[config.mk]
export PLATFORM = sky130hd
export DESIGN_NAME = annexb_nal_splitter
export DESIGN_NICKNAME = d
export VERILOG_FILES = /design/src/rtl/annexb_pkg.sv /design/src/rtl/annexb_nal_splitter.sv
export SDC_FILE = /design/constraint.sdc
export NUM_CORES = 1
export LEC_CHECK = 0
export ABC_AREA = 1
export BUFFER_PORTS_ARGS = -buffer_cell sky130_fd_sc_hd__buf_2
export CAP_MARGIN = 20
export CORE_MARGIN = 5
export CORE_UTILIZATION = 50
export CTS_CLUSTER_SIZE = 28
export DETAILED_ROUTE_END_ITERATION = 8
export HOLD_SLACK_MARGIN = 0.03
export PLACE_DENSITY = 0.77
export SYNTH_ARGS = -nofsm -noshare
export SYNTH_HDL_FRONTEND = slang
export SYNTH_SLANG_ARGS = --single-unit
[constraint.sdc]
create_clock -name clk -period 9.5 [get_ports clk]
set_input_delay 0.95 -clock clk [delete_from_list [all_inputs] [get_ports clk]]
set_output_delay 0.95 -clock clk [all_outputs]
set_load 0.01 [all_outputs]
[src/rtl/annexb_pkg.sv]
package annexb_pkg;

  // look-ahead window depth and its index/count width
  localparam int LA_DEPTH = 5;
  localparam int LA_W     = $clog2(LA_DEPTH + 1);

  localparam logic [15:0] MAX_PKT_RESET = 16'd4096;

  // NAL header type field and the slice types that get a timestamp
  localparam logic [4:0] NAL_TYPE_MASK = 5'h1f;
  localparam logic [4:0] NAL_SLICE     = 5'd1;
  localparam logic [4:0] NAL_IDR       = 5'd5;

  // start code bytes and lengths
  localparam logic [7:0] SC_ZERO = 8'h00;
  localparam logic [7:0] SC_ONE  = 8'h01;
  localparam logic [2:0] SC_NONE = 3'd0;
  localparam logic [2:0] SC_LEN3 = 3'd3;
  localparam logic [2:0] SC_LEN4 = 3'd4;

  typedef enum logic [1:0] {
    ERR_NONE,
    ERR_NO_START,
    ERR_END_CODE,
    ERR_ADJACENT
  } err_t;

  typedef enum logic [1:0] {
    PH_BOUNDARY,
    PH_INSIDE,
    PH_HALTED
  } phase_t;

  typedef enum logic [1:0] {
    MODE_RUN,
    MODE_FLUSH,
    MODE_FINAL
  } mode_t;

  typedef struct packed {
    logic [7:0] data_byte;
    logic       last_byte;
  } in_word_t;

  typedef struct packed {
    logic [7:0]  out_byte;
    logic        packet_start;
    logic        packet_end;
    logic        unit_start;
    logic        unit_end;
    logic        has_timestamp;
    logic [63:0] timestamp;
    logic        stream_done;
    err_t        error_code;
  } out_word_t;

endpackage

[src/rtl/annexb_nal_splitter.sv]
// Path: an accepted byte word passes the input register, the window, then the result
//   register; throughput one byte word per cycle in steady state while res_stall is low.
// End of stream: the word with last_byte set drains the 5-byte window one byte per
//   cycle while res_stall is low, then issues the stream_done word; input stalls meanwhile.
// Reset (rst, synchronous): empties window and result path, clears stream state,
//   max_packet_bytes returns to 4096.
module annexb_nal_splitter (
  input  logic                  clk,
  input  logic                  rst,
  input  logic                  byte_valid,
  output logic                  byte_stall,
  input  annexb_pkg::in_word_t  byte_data,
  output logic                  res_valid,
  input  logic                  res_stall,
  output annexb_pkg::out_word_t res_data,
  input  logic                  cfg_valid,
  output logic                  cfg_ready,
  input  logic [15:0]           cfg_data
);

  localparam int LD = annexb_pkg::LA_DEPTH;
  localparam int LW = annexb_pkg::LA_W;

  logic [15:0]           max_packet_bytes;

  // input register
  logic                  a_valid;
  annexb_pkg::in_word_t  a_word;

  // window and stream state
  logic [7:0]            win [LD];
  logic [LW-1:0]         cnt;
  logic [LW-1:0]         fl_n;
  annexb_pkg::phase_t    phase;
  logic [15:0]           fill;
  logic [2:0]            scr;
  logic                  stamped;
  logic [63:0]           stamp;
  logic [63:0]           counter;
  annexb_pkg::err_t      err;
  annexb_pkg::mode_t     mode, mode_next;

  // hold word for flush, result register
  logic                  h_valid;
  annexb_pkg::out_word_t h_word;
  logic                  r_valid;
  annexb_pkg::out_word_t r_word;
  annexb_pkg::out_word_t f_word;

  // control
  logic                  go;
  logic                  a_take;
  logic                  do_take;

  // take datapath
  logic [7:0]            tw [LD];
  logic [LW-1:0]         tn;
  logic [2:0]            code0, code1;
  logic [4:0]            nal_type;
  logic [15:0]           limit;
  logic                  pend, ustart, uend, res_stamped;
  logic                  t_emit;
  annexb_pkg::out_word_t t_res;
  annexb_pkg::phase_t    t_phase;
  logic [15:0]           t_fill;
  logic [2:0]            t_scr;
  logic                  t_stamped;
  logic [63:0]           t_stamp;
  logic [63:0]           t_counter;
  annexb_pkg::err_t      t_err;

  // mode next state
  always_comb begin
    mode_next = mode;
    case (mode)
      annexb_pkg::MODE_RUN: begin
        if (a_take && a_word.last_byte) mode_next = annexb_pkg::MODE_FLUSH;
      end
      annexb_pkg::MODE_FLUSH: begin
        if (go && fl_n == LW'(1)) mode_next = annexb_pkg::MODE_FINAL;
      end
      annexb_pkg::MODE_FINAL: begin
        if (go) mode_next = annexb_pkg::MODE_RUN;
      end
      default: mode_next = annexb_pkg::MODE_RUN;
    endcase
  end

  // handshake and step control
  always_comb begin
    go         = !r_valid || !res_stall;
    a_take     = a_valid && go && (mode == annexb_pkg::MODE_RUN);
    byte_stall = a_valid && !a_take;
    do_take    = (a_take && !a_word.last_byte && cnt == LW'(LD - 1)) ||
                 (mode == annexb_pkg::MODE_FLUSH);
    res_valid  = r_valid;
    res_data   = r_word;
    cfg_ready  = 1'b1;
  end

  // window as seen by one take; in run mode the new byte fills the top slot
  always_comb begin
    for (int i = 0; i < LD; i++) tw[i] = win[i];
    if (mode == annexb_pkg::MODE_RUN) tw[LD-1] = a_word.data_byte;
    tn = (mode == annexb_pkg::MODE_FLUSH) ? fl_n : LW'(LD);
  end

  // start code at the oldest byte and right after it
  always_comb begin
    code0 = annexb_pkg::SC_NONE;
    if (tn >= LW'(4) && tw[0] == annexb_pkg::SC_ZERO && tw[1] == annexb_pkg::SC_ZERO &&
        tw[2] == annexb_pkg::SC_ZERO && tw[3] == annexb_pkg::SC_ONE)
      code0 = annexb_pkg::SC_LEN4;
    else if (tn >= LW'(3) && tw[0] == annexb_pkg::SC_ZERO &&
             tw[1] == annexb_pkg::SC_ZERO && tw[2] == annexb_pkg::SC_ONE)
      code0 = annexb_pkg::SC_LEN3;

    code1 = annexb_pkg::SC_NONE;
    if (tn >= LW'(5) && tw[1] == annexb_pkg::SC_ZERO && tw[2] == annexb_pkg::SC_ZERO &&
        tw[3] == annexb_pkg::SC_ZERO && tw[4] == annexb_pkg::SC_ONE)
      code1 = annexb_pkg::SC_LEN4;
    else if (tn >= LW'(4) && tw[1] == annexb_pkg::SC_ZERO &&
             tw[2] == annexb_pkg::SC_ZERO && tw[3] == annexb_pkg::SC_ONE)
      code1 = annexb_pkg::SC_LEN3;
  end

  // one take of the oldest window byte
  always_comb begin
    t_phase     = phase;
    t_fill      = fill;
    t_scr       = scr;
    t_stamped   = stamped;
    t_stamp     = stamp;
    t_counter   = counter;
    t_err       = err;
    t_emit      = 1'b0;
    ustart      = 1'b0;
    uend        = 1'b0;
    nal_type    = '0;
    res_stamped = 1'b0;
    t_res       = '0;
    limit       = (max_packet_bytes == 16'd0) ? 16'd1 : max_packet_bytes;

    // boundary: a start code must open the next unit
    if (phase == annexb_pkg::PH_BOUNDARY) begin
      if (code0 == annexb_pkg::SC_NONE) begin
        t_phase = annexb_pkg::PH_HALTED;
        if (err == annexb_pkg::ERR_NONE) t_err = annexb_pkg::ERR_NO_START;
      end else begin
        nal_type  = ((code0 == annexb_pkg::SC_LEN4) ? tw[4][4:0] : tw[3][4:0]) &
                    annexb_pkg::NAL_TYPE_MASK;
        t_stamped = (tn > LW'(code0)) &&
                    (nal_type == annexb_pkg::NAL_SLICE || nal_type == annexb_pkg::NAL_IDR);
        if (t_stamped) begin
          t_stamp   = counter;
          t_counter = counter + 64'd1;
        end
        t_scr   = code0;
        ustart  = 1'b1;
        t_phase = annexb_pkg::PH_INSIDE;
      end
    end

    // inside a unit: start code bytes, then payload up to the next code
    if (t_phase == annexb_pkg::PH_INSIDE) begin
      if (t_scr != 3'd0) begin
        if (t_scr == 3'd1 && tn <= LW'(1)) begin
          t_phase = annexb_pkg::PH_HALTED;
          if (err == annexb_pkg::ERR_NONE) t_err = annexb_pkg::ERR_END_CODE;
        end else if (t_scr == 3'd1 && code1 != annexb_pkg::SC_NONE) begin
          t_phase = annexb_pkg::PH_HALTED;
          if (err == annexb_pkg::ERR_NONE) t_err = annexb_pkg::ERR_ADJACENT;
        end else begin
          t_emit = 1'b1;
          t_scr  = t_scr - 3'd1;
        end
      end else begin
        uend   = (tn <= LW'(1)) || (code1 != annexb_pkg::SC_NONE);
        t_emit = 1'b1;
        if (uend) t_phase = annexb_pkg::PH_BOUNDARY;
      end
    end

    // result word and packet bookkeeping
    pend = uend || ({1'b0, fill} + 17'd1 >= {1'b0, limit});
    if (t_emit) begin
      res_stamped         = t_stamped;
      t_res.out_byte      = tw[0];
      t_res.packet_start  = (fill == 16'd0);
      t_res.packet_end    = pend;
      t_res.unit_start    = ustart;
      t_res.unit_end      = uend;
      t_res.has_timestamp = res_stamped;
      t_res.timestamp     = res_stamped ? t_stamp : 64'd0;
      t_res.stream_done   = 1'b0;
      t_res.error_code    = t_err;
      if (pend) begin
        t_fill    = 16'd0;
        t_stamped = 1'b0;
      end else begin
        t_fill = fill + 16'd1;
      end
    end
  end

  // stream_done word: the held byte word or an empty one, with the final latch
  always_comb begin
    f_word             = h_valid ? h_word : '0;
    f_word.stream_done = 1'b1;
    f_word.error_code  = err;
  end

  // control registers
  always_ff @(posedge clk) begin
    if (rst) begin
      max_packet_bytes <= annexb_pkg::MAX_PKT_RESET;
      a_valid <= 1'b0;
      mode    <= annexb_pkg::MODE_RUN;
      cnt     <= '0;
      fl_n    <= '0;
      phase   <= annexb_pkg::PH_BOUNDARY;
      fill    <= '0;
      scr     <= '0;
      stamped <= 1'b0;
      counter <= '0;
      err     <= annexb_pkg::ERR_NONE;
      h_valid <= 1'b0;
      r_valid <= 1'b0;
    end else begin
      if (cfg_valid && cfg_ready) max_packet_bytes <= cfg_data;

      if (byte_valid && !byte_stall) a_valid <= 1'b1;
      else if (a_take) a_valid <= 1'b0;

      mode <= mode_next;

      if (go) begin
        case (mode)
          annexb_pkg::MODE_RUN: begin
            r_valid <= do_take && t_emit;
            if (a_take && a_word.last_byte) fl_n <= cnt + LW'(1);
            else if (a_take && cnt != LW'(LD - 1)) cnt <= cnt + LW'(1);
          end
          annexb_pkg::MODE_FLUSH: begin
            r_valid <= t_emit && h_valid;
            fl_n    <= fl_n - LW'(1);
            if (t_emit) h_valid <= 1'b1;
          end
          annexb_pkg::MODE_FINAL: begin
            r_valid <= 1'b1;
            h_valid <= 1'b0;
            cnt     <= '0;
          end
          default: r_valid <= 1'b0;
        endcase

        // stream state: commit a take, or start anew after stream_done
        if (mode == annexb_pkg::MODE_FINAL) begin
          phase   <= annexb_pkg::PH_BOUNDARY;
          fill    <= '0;
          scr     <= '0;
          stamped <= 1'b0;
          counter <= '0;
          err     <= annexb_pkg::ERR_NONE;
        end else if (do_take) begin
          phase   <= t_phase;
          fill    <= t_fill;
          scr     <= t_scr;
          stamped <= t_stamped;
          counter <= t_counter;
          err     <= t_err;
        end
      end
    end
  end

  // payload registers
  always_ff @(posedge clk) begin
    if (byte_valid && !byte_stall) a_word <= byte_data;

    if (go) begin
      if (do_take) stamp <= t_stamp;

      // window: shift out the oldest byte on a take, else append
      if (do_take) begin
        for (int i = 0; i < LD - 1; i++) win[i] <= tw[i+1];
        win[LD-1] <= '0;
      end else if (a_take) begin
        win[cnt[LW-1:0]] <= a_word.data_byte;
      end

      case (mode)
        annexb_pkg::MODE_RUN: begin
          r_word <= t_res;
        end
        annexb_pkg::MODE_FLUSH: begin
          r_word <= h_word;
          if (t_emit) h_word <= t_res;
        end
        annexb_pkg::MODE_FINAL: begin
          r_word <= f_word;
        end
        default: r_word <= '0;
      endcase
    end
  end

  // checks
  a_cnt_range: assert property (@(posedge clk) disable iff (rst)
    cnt <= LW'(LD - 1))
    else $error("window count beyond depth minus one");

  a_hold_in_flush: assert property (@(posedge clk) disable iff (rst)
    h_valid |-> mode != annexb_pkg::MODE_RUN)
    else $error("hold word left over outside flush");

  a_stream_clear: assert property (@(posedge clk) disable iff (rst)
    (mode == annexb_pkg::MODE_FINAL && go) |=>
      (cnt == '0 && err == annexb_pkg::ERR_NONE && counter == '0 &&
       phase == annexb_pkg::PH_BOUNDARY))
    else $error("stream state not cleared after stream_done");

  a_unit_end_pkt: assert property (@(posedge clk) disable iff (rst)
    (res_valid && res_data.unit_end) |-> res_data.packet_end)
    else $error("unit end without packet end");

  a_stamp_zero: assert property (@(posedge clk) disable iff (rst)
    (res_valid && !res_data.has_timestamp) |-> res_data.timestamp == 64'd0)
    else $error("timestamp nonzero on unstamped word");

endmodule
==> metrics.md, run 1 <==
| Metric | Value |
|---|---|
| Largest net degree at the start of global routing | `80` |
| Status | `finished clean` |
| Leak | `8.67 nW` |
| Final setup viols | `0` |
| Worst EP arrival | `4940 ps` |
| DRC | `0` |
| Core region area | `38700 um^2` |
| Port-buffer cells | `111` |
| Net Sw Frac | `26.2%` |
| Final period utilization | `47.8%` |
| Critical path's slowest cell | `buf_4` |
| Clock power frac | `38.8%` |
| Combinational power share | `13.1%` |
| Drt first pass iters | `6` |
| Vias in the first global route | `14730` |
| Slew Viols, Final | `0` |
| P&R area growth vs syn | `10.7%` |
| Min-Delay Path Class | `flip-flop to flip-flop` |
| Syn Nets | `2245` |
| First-pass GRT wire length | `78500 um` |
| Hold slack | `475 ps` |
| CP max stage delay | `950 ps` |
| Max H-tree Level | `2` |
| Pre-CTS WS | `5060 ps` |
| Pwr dens | `192 nW/um^2` |
| Hold Vio Cnt, Final | `0` |
| Post-route setup TNS | `0 ps` |
| Initial Util | `50.7%` |
| DIE WIDTH | `208 um` |
| Sequential fraction of the synthesis area | `53.3%` |
| I/O pin count | `113` |
| Critical Path Start Type | `flip-flop` |
| Core Util, Final | `56.2%` |
| Ranking of synthesized cells by area | `edfxtp_1, dfxtp_1, nand2_1` |
| Final Net Count | `2325` |
| Worst slew pin tran | `1070 ps` |
| Rows | `72` |
| GPL Wtd Cong | `0.979` |
| RSZ-0062 raised after global routing | `no` |
| Count leader, synth | `nand2_1` |
| CP Capture Type | `flip-flop` |
| Longest Clk Path Bufs | `3` |
| Synth warnings | `0` |
| Global route overflow | `0` |
| Fmax | `0.220 GHz` |
| Mapped Area | `19700 um^2` |
| WL final | `49600 um` |
| Final HPWL DP | `34100 um` |
| Vias | `15420` |
| GRT Resource Usage Total | `22.1%` |
| Netlist cell types | `51` |
| WL/cell | `17.6 um` |
| Sequential share of power | `48.0%` |
| DIE HEIGHT | `208 um` |
| Internal | `0.00308 W` |
| Skew-Pair Late Insertion Delay | `550 ps` |
| # Max-Cap Violations | `0` |
| Share of cells above drive strength 1 | `15.8%` |
| CP required | `9900 ps` |
| Via density | `5.48` |
| CTS Hold Bufs | `0` |
| Post-synth ARST share | `0%` |
| Max-slew headroom | `28.9%` |
| CTS tree | `yes` |
| Clk slew on worst S/H paths | `60 ps` |
| Setup repair bufs after CTS | `0` |
| Syn avg cell area | `8.99 um^2` |
| Worst-path maximum fanout | `70` |
| Net Switching | `0.00109 W` |
| Setup Skew | `20.8 ps` |
| Number of diodes | `0` |
| CP Cell Sequence | `inv_2 -> nor2_2 -> nand2_2 -> nand2_1 -> nor2_4 -> nand3_2 -> ha_1 -> a21oi_1 -> o21ai_0 -> nand4_1 -> o21bai_4 -> nor2_4 -> inv_6 -> buf_4 -> nand2_1 -> o21ai_4 -> inv_2 -> o21ai_1` |
| ANT nets after route | `0` |
| Fin crit period | `4540 ps` |
| Synth Register Bits | `387` |
| Synth Flop Type | `edfxtp_1` |
| CTS Sinks | `387` |
| Post-CTS Resized | `0` |
| Gate Count Post-Synth | `2186` |
| Top-area cell type share of the netlist area | `41.6%` |
| Iteration-0 DRC Markers | `1372` |
| Crit Path Category | `flip-flop to flip-flop` |
| CTS Buf Count | `42` |
| EDFF count, synth | `272` |
| Synth top cells by count | `nand2_1, nor2_1, edfxtp_1, inv_1, nand3_1` |
| Root Driver | `clkbuf_16` |
| Biggest area consumer among synthesized cells | `edfxtp_1` |
| Final worst slack | `4960 ps` |
| Max VDD drop | `105 uV` |
| Full die area | `43400 um^2` |
| Initial antenna violation count | `0` |
## per-layer routing
metal / track usage, % / wire [um] / vias to the layer above
met5: 0 / 0 / -
met4: 6.95 / 1400 / 0
met3: 3.78 / 3370 / 101
met2: 37.2 / 23800 / 530
met1: 29.3 / 21000 / 7291
li1: - / - / 7498
## area by class of cell
class	count	area [um^2]
Timing Repair Buffer	126	693
Inverter	263	995
Tap cell	518	648
Multi-Input combinational cell	1446	7600
Clock inverter	17	185
Sequential cell	387	10500
Fill cell	3377	17000
Clock buffer	58	1170
## flip-flops by register name, indices dropped and copies added, names as in the netlist
name,cells
res_data,80
h_word,79
counter,64
stamp,64
win,40
fill,16
max_packet_bytes,16
a_word,9
cnt,3
fl_n,3
scr,3
err,2
mode,2
phase,2
a_valid,1
h_valid,1
res_valid,1
stamped,1
## critical path, delay by kind of cell (launching register included)
| family | cells | cell delay, ps |
|---|---|---|
| buffers and inverters | 4 | 1700 |
| and+or+nand+nor | 8 | 1250 |
| AOI/OAI and AO/OA | 5 | 640 |
| DFF | 1 | 430 |
| adders and majority gates | 1 | 270 |
## logic make-up after synthesis
kind of cell,after synthesis,synth area share (%)
other,1,0.0191
XOR/XNOR,41,1.83
AND/OR/NAND/NOR,1042,22.9
adder cells (fa/ha/maj),29,1.85
buffers and inverters,353,8.11
AO/OA/AOI/OAI,333,12.0
flip-flops,387,53.3
## power groups by stage
stage / registers, W / logic (W) / clock network [W]
after floorplan: 0.00204 / 0.000378 / 0
after global placement: 0.00203 / 0.000522 / 0
after detailed placement: 0.00204 / 0.000542 / 0
after CTS: 0.00200 / 0.000547 / 0.00166
after global routing: 0.00201 / 0.000608 / 0.00172
final: 0.00200 / 0.000547 / 0.00162
## layout by cell type, fill, tap and decap left out, drive strengths merged, types with 2 or more instances in the layout
cell type	n
o211ai	5
bufinv	4
inv	264
nor2	313
clkinv	12
clkbuf	58
edfxtp	272
xnor2	6
nor3	43
nor4	17
o21ai	212
ha	29
a21oi	102
nor3b	2
nand3	162
a211oi	6
buf	126
and3	2
nand4	60
o21a	2
xor2	35
nand2	440
dfxtp	115
## per-stage QoR
stage	total power [W]	area (um^2)	std cells
global route	0.00435	21800	2815
floorplan	0.00242	19700	2186
CTS	0.00421	21700	2814
detailed placement	0.00258	20400	2739
finish	0.00417	21800	2815
global placement	0.00256	20400	2738
## worst paths after layout
path	from	end	slack, ps	cells after the start
setup reg to reg	mode[0]	res_data[47]	4960	18
setup / recovery	mode[0]	res_data[47]	4960	18
hold reg to reg	scr[0]	scr[0]	470	2
hold / removal	scr[0]	scr[0]	470	2
No activity file was read; power rests on OpenSTA's default activity.
==> run 2, diff against run 1 <==
==> constraint.sdc (replaced) <==
create_clock -name clk -period 4.7 [get_ports clk]
set_input_delay 0.47 -clock clk [delete_from_list [all_inputs] [get_ports clk]]
set_output_delay 0.47 -clock clk [all_outputs]
set_load 0.01 [all_outputs]
==> run 2 against run 1 <==
Compared with the run above: non-clock buffer count is 5 higher; critical endpoint is now counter[21]; total power up 97%; die area unchanged; via count fell by 0.45%; highest routed layer is now met5; first-iteration DRC count decreased by 6.8%; critical path depth down 1; global-route usage is essentially flat.
==> metrics.md, run 2 (same netlist as run 1, synthesis figures left out) <==
| Metric | Value |
|---|---|
| Status | `finished clean` |
| Commonest non-fill, non-tap cells in the layout | `nand2_1, nor2_1, edfxtp_1` |
| Slew Viols, Final | `0` |
| CTS Sinks | `387` |
| Dpl cells | `2745` |
| CTS tree | `yes` |
| Final Non-Filler Cells | `2823` |
| Final Net Count | `2330` |
| Largest net degree at the start of global routing | `80` |
| Fin crit period | `3840 ps` |
| Drt first pass iters | `6` |
| Commonest non-fill, non-tap cell in the layout | `nand2_1` |
| CP Launch Point | `mode[0]` |
| Final-layout fill cell count | `3450` |
| P&R area growth vs syn | `10.7%` |
| Setup repair bufs after CTS | `0` |
| Rows | `72` |
| Via density | `5.44` |
| Net Switching | `0.00226 W` |
| Crit Path Category | `flip-flop to flip-flop` |
| GPL Wtd Cong | `0.979` |
| Hold Vio Cnt, Final | `0` |
| Net Sw Frac | `27.5%` |
| Post-CTS Resized | `0` |
| Skew-Pair Late Insertion Delay | `580 ps` |
| RSZ-0062 raised after global routing | `no` |
| Max-slew headroom | `29.4%` |
| WL/cell | `17.4 um` |
| DIE HEIGHT | `208 um` |
| CTS Buf Count | `42` |
| Clock power frac | `37.5%` |
| Setup Skew | `21.0 ps` |
| Longest Clk Path Bufs | `3` |
| Worst-path maximum fanout | `53` |
| GRT Resource Usage Total | `22.1%` |
| Root Driver | `clkbuf_16` |
| CP required | `5180 ps` |
| Min-Delay Path Class | `input pin to flip-flop` |
| Full die area | `43400 um^2` |
| Worst EP arrival | `4320 ps` |
| I/O pin count | `113` |
| Share of cells above drive strength 1 | `16.1%` |
| Post-route setup TNS | `0 ps` |
| # Max-Cap Violations | `0` |
| Sequential share of power | `49.2%` |
| Max VDD drop | `231 uV` |
| Leak | `8.66 nW` |
| Final HPWL DP | `34900 um` |
| Hold slack | `69.1 ps` |
| DIE WIDTH | `208 um` |
| Internal | `0.00597 W` |
| Final setup viols | `0` |
| Port-buffer cells | `111` |
| DRC | `0` |
| Critical Path Start Type | `flip-flop` |
| Pre-CTS WS | `955 ps` |
| Clk slew on worst S/H paths | `60 ps` |
| Pwr dens | `378 nW/um^2` |
| ANT nets after route | `0` |
| Global route overflow | `0` |
| FF/Latch Area | `10500 um^2` |
| Iteration-0 DRC Markers | `1279` |
| Number of diodes | `0` |
| First-pass GRT wire length | `78300 um` |
| Combinational power share | `13.3%` |
| WL final | `49000 um` |
| FF-to-FF Start | `mode[0]` |
| Vias | `15351` |
| Footprint of the multi-input gates | `7600 um^2` |
| Core region area | `38700 um^2` |
| Worst hold path stage count | `1` |
| Max reg flops | `80` |
| Hold Path Origin | `byte_data[8]` |
| Worst slew pin tran | `1060 ps` |
| Fmax | `0.261 GHz` |
| Initial antenna violation count | `1` |
| Max H-tree Level | `2` |
| Final period utilization | `81.6%` |
| Final worst slack | `863 ps` |
| Core Util, Final | `56.2%` |
| Initial Util | `50.7%` |
| FF-to-FF path depth | `17` |
| Vias in the first global route | `14769` |
| CTS Hold Bufs | `0` |
| CP Capture Type | `flip-flop` |
==> run 2: cell types whose count changed in the layout (fill, tap and decap cells not counted), moves of 3 or more <==
cell        previous run  this run
bufinv_16              4         0
buf_12                 2         5
clkinvlp_4             0         4
clkbuf_16             45        42
clkbuf_8               0         3
clkbuf_1              13        10
==> run 2: through the flow <==
step                instance area [um^2]  power, W
global route                       21800   0.00859
global placement                   20500   0.00517
finish                             21800   0.00823
detailed placement                 20500   0.00522
floorplan                          19700   0.00489
CTS                                21800   0.00829
==> run 2: power groups by stage <==
stage               clock (W)  combinational [W]  sequential [W]
global route          0.00329            0.00123         0.00407
finish                0.00308            0.00110         0.00405
detailed placement          0            0.00110         0.00412
floorplan                   0           0.000765         0.00412
global placement            0            0.00106         0.00411
CTS                   0.00314            0.00110         0.00405
==> run 2: worst paths after layout <==
check                 to  slack [ps]
max          counter[21]         860
min            a_word[8]          70
max reg2reg  counter[21]         860
min reg2reg       scr[1]         480
==> run 2: layout make-up <==
type | instances | area share (%)
well taps | 518 | 2.98
clock inverters | 23 | 0.667
repair buffers | 131 | 3.53
inverters | 263 | 4.57
multi-input cells | 1446 | 34.9
clock buffers | 55 | 5.19
flip-flops and latches | 387 | 48.1
==> run 2: per-layer routing <==
metal  global-route usage (%)  part of all wire (%)  routed length (um)  up-vias
met5                        0                 0.027                  13        -
met4                     7.95                   3.3                1590        2
met3                     4.52                   7.1                3460      100
met2                     35.9                    47               22800      504
met1                     29.6                    43               21100     7229
li1                         -                     -                   -     7516
==> run 2: worst max-delay path, stage by stage (launching register included) <==
cell,delay (ps)
dfxtp_1,440
inv_2,100
nor2_2,350
nand2_2,160
nand2_1,150
nor2_4,50
nand3_2,120
ha_1,270
a21oi_1,140
o21ai_0,90
nand4_1,80
o21bai_4,130
nor2_4,80
nand2_2,90
nand2_2,290
inv_2,850
nand2_1,110
a21oi_1,180
==> run 3, diff against run 2 <==
--- a/config.mk
+++ b/config.mk
@@ -13,7 +13,7 @@
 export CTS_CLUSTER_SIZE = 28
 export DETAILED_ROUTE_END_ITERATION = 8
 export HOLD_SLACK_MARGIN = 0.03
-export PLACE_DENSITY = 0.77
+export PLACE_DENSITY = 0.8
 export SYNTH_ARGS = -nofsm -noshare
 export SYNTH_HDL_FRONTEND = slang
 export SYNTH_SLANG_ARGS = --single-unit
==> constraint.sdc (replaced) <==
create_clock -name clk -period 3.31 [get_ports clk]
set_input_delay 0.331 -clock clk [delete_from_list [all_inputs] [get_ports clk]]
set_output_delay 0.331 -clock clk [all_outputs]
set_load 0.01 [all_outputs]
==> run 3 against run 2 <==
Compared with the run above: routed wire length grew 11%; core utilization up 3.0 points; final area rose by 5.3%; sequential power grew 42%; critical path depth grew 1; global-route usage increased by 0.83 points; clock skew is 4.6 ps lower; first-iteration DRC count grew 30%; die area unchanged; combinational power up 60%; via count rose by 4.8%; largest power group unchanged.
==> metrics.md, run 3 (same netlist as run 1, synthesis figures left out) <==
| Metric | Value |
|---|---|
| Worst EP arrival | `3590 ps` |
| Worst path most repeated cell | `nor2_4` |
| GRT Resource Usage Total | `23.0%` |
| Via density | `5.57` |
| CTS Buf Count | `42` |
| Commonest non-fill, non-tap cells in the layout | `nand2_1, nor2_1, edfxtp_1` |
| Full die area | `43400 um^2` |
| Rows | `72` |
| Slew Viols, Final | `0` |
| DIE WIDTH | `208 um` |
| Setup Skew | `16.3 ps` |
| Worst-path maximum fanout | `17` |
| CP required | `3710 ps` |
| CP Cell Sequence | `nor2_2 -> nand2_1 -> nor2_4 -> nand2_2 -> nor2_4 -> nand3_4 -> ha_4 -> nand2_1 -> o21ai_1 -> nand4_1 -> o21bai_4 -> nor2_4 -> buf_12 -> a21oi_2 -> nor2_4 -> nand2_8 -> buf_16 -> o21ai_1` |
| P&R area growth vs syn | `16.6%` |
| # Max-Cap Violations | `0` |
| I/O pin count | `113` |
| Final worst slack | `116 ps` |
| Fmax | `0.313 GHz` |
| ANT nets after route | `0` |
| Longest Clk Path Bufs | `3` |
| Final Non-Filler Cells | `2887` |
| Fin crit period | `3190 ps` |
| Max reg flops | `80` |
| Drt first pass iters | `6` |
| WL final | `54600 um` |
| Dpl cells | `2765` |
| Share of cells above drive strength 1 | `20.4%` |
| Final HPWL DP | `35900 um` |
| DRC | `0` |
| Core Util, Final | `59.1%` |
| Root Driver | `clkbuf_16` |
| Core region area | `38700 um^2` |
| Crit Path Category | `flip-flop to flip-flop` |
| Commonest non-fill, non-tap cell in the layout | `nand2_1` |
| Min-Delay Path Class | `input pin to flip-flop` |
| Hold Vio Cnt, Final | `0` |
| Port-buffer cells | `111` |
| Final Net Count | `2396` |
| Largest net degree at the start of global routing | `69` |
| Leak | `9.17 nW` |
| Critical path's slowest cell | `edfxtp_1` |
| Max H-tree Level | `2` |
| Max VDD drop | `430 uV` |
| Worst slew pin tran | `907 ps` |
| CP max stage delay | `400 ps` |
| Pwr dens | `525 nW/um^2` |
| Skew-Pair Late Insertion Delay | `560 ps` |
| Global route overflow | `0` |
| DIE HEIGHT | `208 um` |
| Max-slew headroom | `39.4%` |
| GPL Wtd Cong | `0.975` |
| Final period utilization | `96.5%` |
| Initial antenna violation count | `1` |
| Final setup viols | `0` |
| WL/cell | `18.9 um` |
| Iteration-0 DRC Markers | `1663` |
| CTS Sinks | `387` |
| Status | `finished clean` |
| Critical Path Start Type | `flip-flop` |
| Hold slack | `60.6 ps` |
| CTS tree | `yes` |
| Vias in the first global route | `15224` |
| Pre-CTS WS | `-89.1 ps` |
| First-pass GRT wire length | `81400 um` |
| CP Capture Type | `flip-flop` |
| Vias | `16089` |
| Initial Util | `50.7%` |
| Number of diodes | `0` |
| Clk slew on worst S/H paths | `60 ps` |
==> run 3: cell count changes in the layout (fill, tap and decap cells not counted), moves of 14 or more <==
cell,delta
buf_4,+29
o21ai_2,+18
o21ai_1,-16
dlygate4sd3_1,+14
nor2_1,-14
==> run 3: area by class of cell <==
| class | instances | area, um^2 |
|---|---|---|
| Clock buffer | 55 | 1170 |
| Tap cell | 518 | 648 |
| Inverter | 263 | 1010 |
| Timing Repair Buffer | 197 | 1590 |
| Fill cell | 3243 | 15800 |
| Multi-Input combinational cell | 1446 | 7870 |
| Sequential cell | 387 | 10500 |
| Clock inverter | 21 | 130 |
==> run 3: power breakdown <==
group	switching, W	internal (W)	total (W)
logic	0.00118	0.000577	0.00176
clock network	0.00192	0.00257	0.00449
registers	0.000179	0.00559	0.00577
==> run 3: critical path: cells and delay by family, from the launching register on <==
kind / cells / cell delay [ps]
adders and majority gates: 1 / 300
AOI/OAI and AO/OA: 4 / 520
and+or+nand+nor: 11 / 1470
DFF: 1 / 400
buffers and inverters: 2 / 320
==> run 3: final timing paths <==
check              startpoint                  end  slack (ps)  cells after the start
setup reg to reg    win[1][4]         res_data[36]         120                     18
hold reg to reg        scr[2]               scr[2]         490                      2
setup / recovery    win[1][4]         res_data[36]         120                     18
hold / removal    cfg_data[8]  max_packet_bytes[8]          60                      3
==> run 3: per-layer routing <==
metal  up-vias  global-route usage, %  wire [um]
met4         2                   8.52       1910
met1      7670                   30.9      22800
met5         -                      0         13
li1       7653                      -          -
met3       108                   3.66       3750
met2       656                   37.8      26100
==> run 3: timing repair <==
action / 4_1_cts / 5_1_grt
setup buffers: 0 / 21
setup endpoints to repair: 65 / 312
pin swaps: 2 / 17
hold buffers: 14 / 0
cloned: 0 / 11
gates resized for setup: 8 / 72
endpoints found under the hold margin: 12 / 0
==> run 3: through the flow <==
step	total power, W	setup TNS, ps	instance area (um^2)
floorplan	0.00694	-9820	19700
global placement	0.00739	-336	20700
detailed placement	0.00745	-873	20700
CTS	0.0119	-0.407	22200
global route	0.0125	-1030	22900
finish	0.0120	0	22900
